### src/hw/rtl/stp_pkg.sv
`default_nettype none

package stp_pkg;

    localparam int CAND_W       = 20;
    localparam int CFG_W        = 11;
    localparam int CFG_RESET    = 1024;
    localparam int SMALL_PRIME  = 2;
    localparam int DEF_MAX_BASE = 1024;
    localparam int IN_TDATA_W   = 24;
    localparam int OUT_TDATA_W  = 8;

    // memory read address source
    typedef enum logic {
        RSEL_P,
        RSEL_CAND
    } t_rsel;

    // memory write address source
    typedef enum logic {
        WSEL_INIT,
        WSEL_MARK
    } t_wsel;

    typedef struct packed {
        logic  mem_we;
        logic  mem_wdata;
        t_wsel wsel;
        t_rsel rsel;
        logic  load_cand;
        logic  p_set2;
        logic  p_inc;
        logic  m_zero;
        logic  m_inc;
        logic  m_set2p;
        logic  m_addp;
        logic  div_start;
        logic  div_step;
        logic  out_load;
        logic  out_prime;
    } t_cmd;

    typedef struct packed {
        logic cfg_wr;
        logic cand_lt2;
        logic cand_le_lim;
        logic init_last;
        logic p2_gt_lim;
        logic p_gt_lim;
        logic m_gt_lim;
        logic rd_bit;
        logic div_last;
        logic rem_zero;
    } t_sts;

endpackage

`default_nettype wire

### src/hw/rtl/stp_datapath.sv
`default_nettype none

module stp_datapath import stp_pkg::*; #(
    parameter int MAX_BASE = DEF_MAX_BASE
) (
    input  wire logic                   i_clk,
    input  wire logic                   i_rst_n,
    input  wire logic                   i_cfg_we,
    input  wire logic [CFG_W-1:0]       i_cfg_data,
    input  wire logic [CAND_W-1:0]      i_cand,
    input  wire t_cmd                   i_cmd,
    output t_sts                        o_sts,
    output logic [OUT_TDATA_W-1:0]      o_tdata
);

    localparam int LIM_W = $clog2(MAX_BASE + 1);
    localparam int PW    = LIM_W + 1;
    localparam int DEPTH = MAX_BASE - 1;
    localparam int AW    = (DEPTH > 1) ? $clog2(DEPTH) : 1;
    localparam int BW    = 2 * PW;
    localparam int CMP_W = (BW > CAND_W) ? BW : CAND_W;
    localparam int BIT_W = $clog2(CAND_W);

    logic [CFG_W-1:0]  r_base_limit;
    logic [LIM_W-1:0]  lim;
    logic [BW-1:0]     r_bound;
    logic [CAND_W-1:0] r_cand;
    logic [PW-1:0]     r_p;
    logic [PW-1:0]     r_m;
    logic [LIM_W-1:0]  r_rem;
    logic [BIT_W-1:0]  r_bit;
    logic              r_rd;
    logic              r_out_prime;
    logic              r_out_range;
    logic              mem [DEPTH];
    logic [AW-1:0]     raddr;
    logic [AW-1:0]     waddr;
    logic [PW-1:0]     p_m2;
    logic [PW-1:0]     m_m2;
    logic [CAND_W-1:0] cand_m2;
    logic [LIM_W:0]    rem_sh;
    logic [LIM_W-1:0]  n_rem;
    logic [PW-1:0]     lim_p;
    logic [PW-1:0]     lim_p1;

    // limit saturated to 2..MAX_BASE
    always_comb begin
        if (int'(r_base_limit) < SMALL_PRIME) begin
            lim = LIM_W'(SMALL_PRIME);
        end else if (int'(r_base_limit) > MAX_BASE) begin
            lim = LIM_W'(MAX_BASE);
        end else begin
            lim = LIM_W'(r_base_limit);
        end
    end

    assign lim_p   = PW'(lim);
    assign lim_p1  = lim_p + PW'(1);
    assign p_m2    = r_p - PW'(SMALL_PRIME);
    assign m_m2    = r_m - PW'(SMALL_PRIME);
    assign cand_m2 = r_cand - CAND_W'(SMALL_PRIME);

    assign raddr = (i_cmd.rsel == RSEL_CAND) ? cand_m2[AW-1:0] : p_m2[AW-1:0];
    assign waddr = (i_cmd.wsel == WSEL_MARK) ? m_m2[AW-1:0] : r_m[AW-1:0];

    // one restoring step of cand % p
    assign rem_sh = {r_rem, r_cand[r_bit]};
    assign n_rem  = (rem_sh >= {1'b0, r_p[LIM_W-1:0]})
                  ? LIM_W'(rem_sh - {1'b0, r_p[LIM_W-1:0]}) : rem_sh[LIM_W-1:0];

    always_ff @(posedge i_clk) begin
        if (!i_rst_n) begin
            r_base_limit <= CFG_W'(CFG_RESET);
        end else if (i_cfg_we) begin
            r_base_limit <= i_cfg_data;
        end
    end

    always_ff @(posedge i_clk) begin
        if (i_cmd.mem_we) begin
            mem[waddr] <= i_cmd.mem_wdata;
        end
        r_rd <= mem[raddr];
    end

    always_ff @(posedge i_clk) begin
        r_bound <= lim_p1 * lim_p1;
        if (i_cmd.load_cand) begin
            r_cand <= i_cand;
        end
        if (i_cmd.p_set2) begin
            r_p <= PW'(SMALL_PRIME);
        end else if (i_cmd.p_inc) begin
            r_p <= r_p + PW'(1);
        end
        if (i_cmd.m_zero) begin
            r_m <= '0;
        end else if (i_cmd.m_inc) begin
            r_m <= r_m + PW'(1);
        end else if (i_cmd.m_set2p) begin
            r_m <= r_p + r_p;
        end else if (i_cmd.m_addp) begin
            r_m <= r_m + r_p;
        end
        if (i_cmd.div_start) begin
            r_rem <= '0;
            r_bit <= BIT_W'(CAND_W - 1);
        end else if (i_cmd.div_step) begin
            r_rem <= n_rem;
            r_bit <= r_bit - BIT_W'(1);
        end
        if (i_cmd.out_load) begin
            r_out_prime <= i_cmd.out_prime;
            r_out_range <= CMP_W'(r_cand) >= CMP_W'(r_bound);
        end
    end

    always_comb begin
        o_sts.cfg_wr      = i_cfg_we;
        o_sts.cand_lt2    = r_cand < CAND_W'(SMALL_PRIME);
        o_sts.cand_le_lim = r_cand <= CAND_W'(lim);
        o_sts.init_last   = r_m == lim_p - PW'(SMALL_PRIME);
        o_sts.p2_gt_lim   = (r_p + r_p) > lim_p;
        o_sts.p_gt_lim    = r_p > lim_p;
        o_sts.m_gt_lim    = r_m > lim_p;
        o_sts.rd_bit      = r_rd;
        o_sts.div_last    = r_bit == '0;
        o_sts.rem_zero    = r_rem == '0;
    end

    assign o_tdata = {{(OUT_TDATA_W - 2){1'b0}}, r_out_range, r_out_prime};

endmodule

`default_nettype wire

### config.mk
export PLATFORM = sky130hd
export DESIGN_NAME = stp_datapath
export DESIGN_NICKNAME = d
export VERILOG_FILES = /design/src/hw/rtl/stp_pkg.sv /design/src/hw/rtl/stp_datapath.sv
export SDC_FILE = /design/constraint.sdc
export NUM_CORES = 2
export LEC_CHECK = 0
export ABC_AREA = 1
export CAP_MARGIN = 20
export CORE_MARGIN = 2
export CORE_UTILIZATION = 50
export CTS_CLUSTER_DIAMETER = 50
export DETAILED_ROUTE_END_ITERATION = 12
export DONT_BUFFER_PORTS = 1
export HOLD_SLACK_MARGIN = 0.03
export SYNTH_ARGS = -nofsm -noshare
export SYNTH_HDL_FRONTEND = slang
export SYNTH_SLANG_ARGS = --single-unit
### constraint.sdc
create_clock -name i_clk -period 9.06 [get_ports i_clk]
set_input_delay 2.265 -clock i_clk [delete_from_list [all_inputs] [get_ports i_clk]]
set_output_delay 2.265 -clock i_clk [all_outputs]
set_load 0.1 [all_outputs]
==> out/summary.txt <==
STATUS
------------------------------------------------------------------------------------
Outcome                                                                 finished with violations
Failing checks                                                          max-slew violations

CLOCKING
------------------------------------------------------------------------------------
Post_cts resized                                                                   0
Number of buffers inserted by post-CTS setup repair                                0
Bufs on Longest Clock Path                                                         3
Clock Sink Count                                                               1,120
CTS H-tree lvls                                                                    4
CTS root buf                                                            sky130_fd_sc_hd__clkbuf_16
Number of buffers created by CTS                                                 137
Insertion delay of the later-clocked pin in the worst-skew pair              0.75 ns
# hold bufs at CTS                                                                 0
Clock transition at path regs                                                0.05 ns
TritonCTS clock tree                                                            done

STA
------------------------------------------------------------------------------------
Post-Route Setup TNS                                                            0 ns
Worst-Margin Slew                                                            4.79 ns
Final min period                                                             7.37 ns
Fraction of the cycle the final worst path needs                               0.814
Rel. slew slack                                                                -2.19
Worst path setup slack after routing                                         1.69 ns
Hold Fails Final Rpt                                                               0
Max Clk Rate                                                               0.136 GHz
Final hold slack                                                            0.499 ns
Clock tree skew after final layout                                         0.0268 ns
Final setup violating endpoints                                                    0
Unrepaired setup endpoints after global routing                                false
Slew Limit Fails                                                                 683

DRT
------------------------------------------------------------------------------------
Count of antenna-violating nets left after detailed routing                        0
Average wire per cell in the routed design                                   21.5 um
Total wirelength of the detailed-routed design                                171 mm
DRC marker count from the first detailed-route iteration                       4,879
DR vias                                                                       44,279
DRC Markers                                                                        0
Number of iterations in the first detailed-routing pass                            6
Via-per-instance ratio                                                          5.57

CELLS AND AREA
------------------------------------------------------------------------------------
Layout cells sized above 1                                                    0.0633
Post-route cell area                                                      64,700 um2
Sequential Area                                                           32,900 um2
Utilization after layout                                                       0.556
# diodes                                                                           0
Area taken by multi-input logic gates                                     21,200 um2
Fin cells                                                                      7,952
Area growth, synth to finish                                                   9.92%
Number of fill cells                                                          10,456
Net total in the final layout                                                  6,605

WORST HOLD PATH
------------------------------------------------------------------------------------
Kind of path behind the tightest hold check                             register to register

DIE
------------------------------------------------------------------------------------
IO Count                                                                          67
Initial standard-cell utilization of the core                                  0.505
Area of the core region                                                  117,000 um2
Area of the die                                                          121,000 um2
Die Width                                                                     347 um
Height of the die                                                             347 um
Row count                                                                        125

LOGIC SYNTHESIS
------------------------------------------------------------------------------------
Synthesized cell area                                                     58,900 um2
Synth Instances                                                                6,507
Ys Warns                                                                           0
Proportion of synthesized flip-flops having asynchronous set or reset              0
Cell variety after synth                                                          61
Number of flops mapped to enable cells by yosys                                1,045
Flip-flop and latch count after synthesis                                      1,120
Dominant synthesized flop cell                                          sky130_fd_sc_hd__edfxtp_1
Syn avg cell area                                                           9.05 um2
Sequential share of the synthesized area                                       0.558
Yosys top cell by area                                                  sky130_fd_sc_hd__edfxtp_1
Area contributors post-synth                                            sky130_fd_sc_hd__edfxtp_1 53%, sky130_fd_sc_hd__nand2_1 8.6%, sky130_fd_sc_hd__nor2_1 7.5%, sky130_fd_sc_hd__nand3_1 6.4%, sky130_fd_sc_hd__inv_1 5.0%
Fraction of synthesized cell area taken by the top area cell type              0.533

SETUP PATH
------------------------------------------------------------------------------------
Arr. time, crit path                                                         7.98 ns
CP max stage delay                                                           0.56 ns
Endpoint kind of the worst setup timing path                                register
CP startpoint kind                                                          register
Class of the most critical setup path                                   register to register
Standard cell with the maximum stage delay on the critical path         sky130_fd_sc_hd__fa_1
Required time worst endpoint                                                 9.66 ns
Critical path fanouts, max                                                         9

GRT
------------------------------------------------------------------------------------
Antenna violations before repair                                                   3
Overall global routing resource usage                                          0.283
Wire length of the first global-routing pass                                  257 mm
GR Overflow Total                                                                  0
Maximum number of pins on one net before global-route repair                   1,024
Vias in the first global route                                                41,671

PLACED DESIGN
------------------------------------------------------------------------------------
Gpl congestion                                                                 0.861
Number of port buffers                                                             0
Setup slack after placement                                                  1.74 ns
Detailed-placement wirelength estimate                                       87.9 mm
Post-DP Area                                                              59,800 um2
Instance count after placement with tap cells included                         7,691

POWER
------------------------------------------------------------------------------------
Total Power                                                                  13.7 mW
Power per standard cell area                                              211 nW/um2
Leak pwr                                                                     25.2 nW
Worst vdd ir                                                                0.258 mV

JOB
------------------------------------------------------------------------------------
MaxCap Viol Count                                                                  0

cell type report:
type	count	share of cell area
Tap cell	1524	0.0295
Sequential cell	1120	0.508
Inverter	804	0.0468
Multi-Input combinational cell	4165	0.327
Clock inverter	68	0.0114
Timing Repair Buffer	98	0.0200
Clock buffer	173	0.0572
flip-flops by register name (all words and copies together) (netlist names):
register / count
r_bound: 23
r_cand: 20
r_rem: 11
r_out_prime: 1
r_bit: 5
r_m: 12
r_p: 12
r_base_limit: 11
r_out_range: 1
r_rd: 1
mem: 1023
synth_stat cells, types with 5 or more instances:
library cell	count
sky130_fd_sc_hd__a211oi_1	6
sky130_fd_sc_hd__a21o_1	5
sky130_fd_sc_hd__a21oi_1	120
sky130_fd_sc_hd__a221oi_1	5
sky130_fd_sc_hd__a31oi_1	12
sky130_fd_sc_hd__buf_1	51
sky130_fd_sc_hd__buf_2	224
sky130_fd_sc_hd__buf_4	38
sky130_fd_sc_hd__clkbuf_1	127
sky130_fd_sc_hd__dfxtp_1	75
sky130_fd_sc_hd__edfxtp_1	1045
sky130_fd_sc_hd__fa_1	80
sky130_fd_sc_hd__ha_1	150
sky130_fd_sc_hd__inv_1	786
sky130_fd_sc_hd__inv_2	16
sky130_fd_sc_hd__nand2_1	1348
sky130_fd_sc_hd__nand2_2	7
sky130_fd_sc_hd__nand3_1	758
sky130_fd_sc_hd__nand3b_1	10
sky130_fd_sc_hd__nand4_1	18
sky130_fd_sc_hd__nor2_1	1170
sky130_fd_sc_hd__nor2_2	16
sky130_fd_sc_hd__nor3_1	19
sky130_fd_sc_hd__nor3_2	6
sky130_fd_sc_hd__nor4_1	10
sky130_fd_sc_hd__o211ai_1	122
sky130_fd_sc_hd__o21ai_0	161
sky130_fd_sc_hd__o21ai_1	5
sky130_fd_sc_hd__xnor2_1	18
sky130_fd_sc_hd__xor2_1	43
power breakdown:
| part | internal [mW] | switching, mW | total, mW |
|---|---|---|---|
| logic | 0.732 | 1.66 | 2.40 |
| clock network | 3.27 | 2.17 | 5.44 |
| registers | 5.76 | 0.0893 | 5.85 |
worst paths after layout:
path | start | endpoint | slack [ns] | depth (start not counted)
setup / recovery | r_base_limit[8] | r_bound[21] | 1.69 | 33
hold reg to reg | r_rem[6] | r_rem[6] | 0.50 | 2
setup reg to reg | r_base_limit[8] | r_bound[21] | 1.69 | 33
hold / removal | r_rem[6] | r_rem[6] | 0.50 | 2
critical path: cells and delay by family (launching register included):
family	cells	cell delay [ns]
flip-flops	1	0.36
adder cells (fa/ha/maj)	7	3.02
XOR/XNOR	1	0.16
buffers and inverters	5	0.57
AO/OA/AOI/OAI	6	1.34
AND/OR/NAND/NOR	14	1.75
metal layers:
layer  global-route usage  vias to the layer above  routed length (um)
met5                    0                        -                   0
met4                0.104                        0                6070
met3               0.0402                      331               12900
met2                0.468                     1689               81700
met1                0.381                    21468               70700
li1                     -                    20791                   -
kinds of logic (layout without fill, tap and decap cells):
family | count (synthesis) | in the layout | share of synthesized area
flops | 1120 | 1120 | 0.558
fa+ha+maj | 230 | 230 | 0.0591
simple gates | 3383 | 3383 | 0.238
buf+inv | 1246 | 1143 | 0.0869
xor+xnor | 68 | 68 | 0.0111
other cells | 2 | 26 | 0.000128
compound gates | 458 | 458 | 0.0464
placed cells by master (no fill, tap or decap), types with 5 or more instances in the layout:
cell	Yosys	routed
sky130_fd_sc_hd__clkbuf_16	0	143
sky130_fd_sc_hd__inv_2	16	15
sky130_fd_sc_hd__a21o_1	5	5
sky130_fd_sc_hd__buf_4	38	64
sky130_fd_sc_hd__nand2_2	7	38
sky130_fd_sc_hd__dfxtp_1	75	75
sky130_fd_sc_hd__bufinv_16	0	13
sky130_fd_sc_hd__nand2_1	1348	1315
sky130_fd_sc_hd__buf_12	0	11
sky130_fd_sc_hd__conb_1	2	26
sky130_fd_sc_hd__clkbuf_1	127	29
sky130_fd_sc_hd__nand4_1	18	18
sky130_fd_sc_hd__fa_1	80	80
sky130_fd_sc_hd__nand2_4	4	5
sky130_fd_sc_hd__inv_6	0	10
sky130_fd_sc_hd__nand3b_1	10	10
sky130_fd_sc_hd__nor3_1	19	19
sky130_fd_sc_hd__clkinv_2	0	18
sky130_fd_sc_hd__a21oi_1	120	119
sky130_fd_sc_hd__xnor2_1	18	18
sky130_fd_sc_hd__ha_1	150	149
sky130_fd_sc_hd__clkinv_1	1	20
sky130_fd_sc_hd__edfxtp_1	1045	1045
sky130_fd_sc_hd__o21ai_0	161	161
sky130_fd_sc_hd__o21ai_1	5	5
sky130_fd_sc_hd__nor2_1	1170	1168
sky130_fd_sc_hd__inv_1	786	785
sky130_fd_sc_hd__buf_16	0	20
sky130_fd_sc_hd__a221oi_1	5	5
sky130_fd_sc_hd__a31oi_1	12	12
sky130_fd_sc_hd__nor3_2	6	6
sky130_fd_sc_hd__o211ai_1	122	122
sky130_fd_sc_hd__xor2_1	43	42
sky130_fd_sc_hd__nor4_1	10	8
sky130_fd_sc_hd__nor2_2	16	18
sky130_fd_sc_hd__nand3_1	758	758
sky130_fd_sc_hd__a211oi_1	6	6
(Power assumes the default switching activity.)
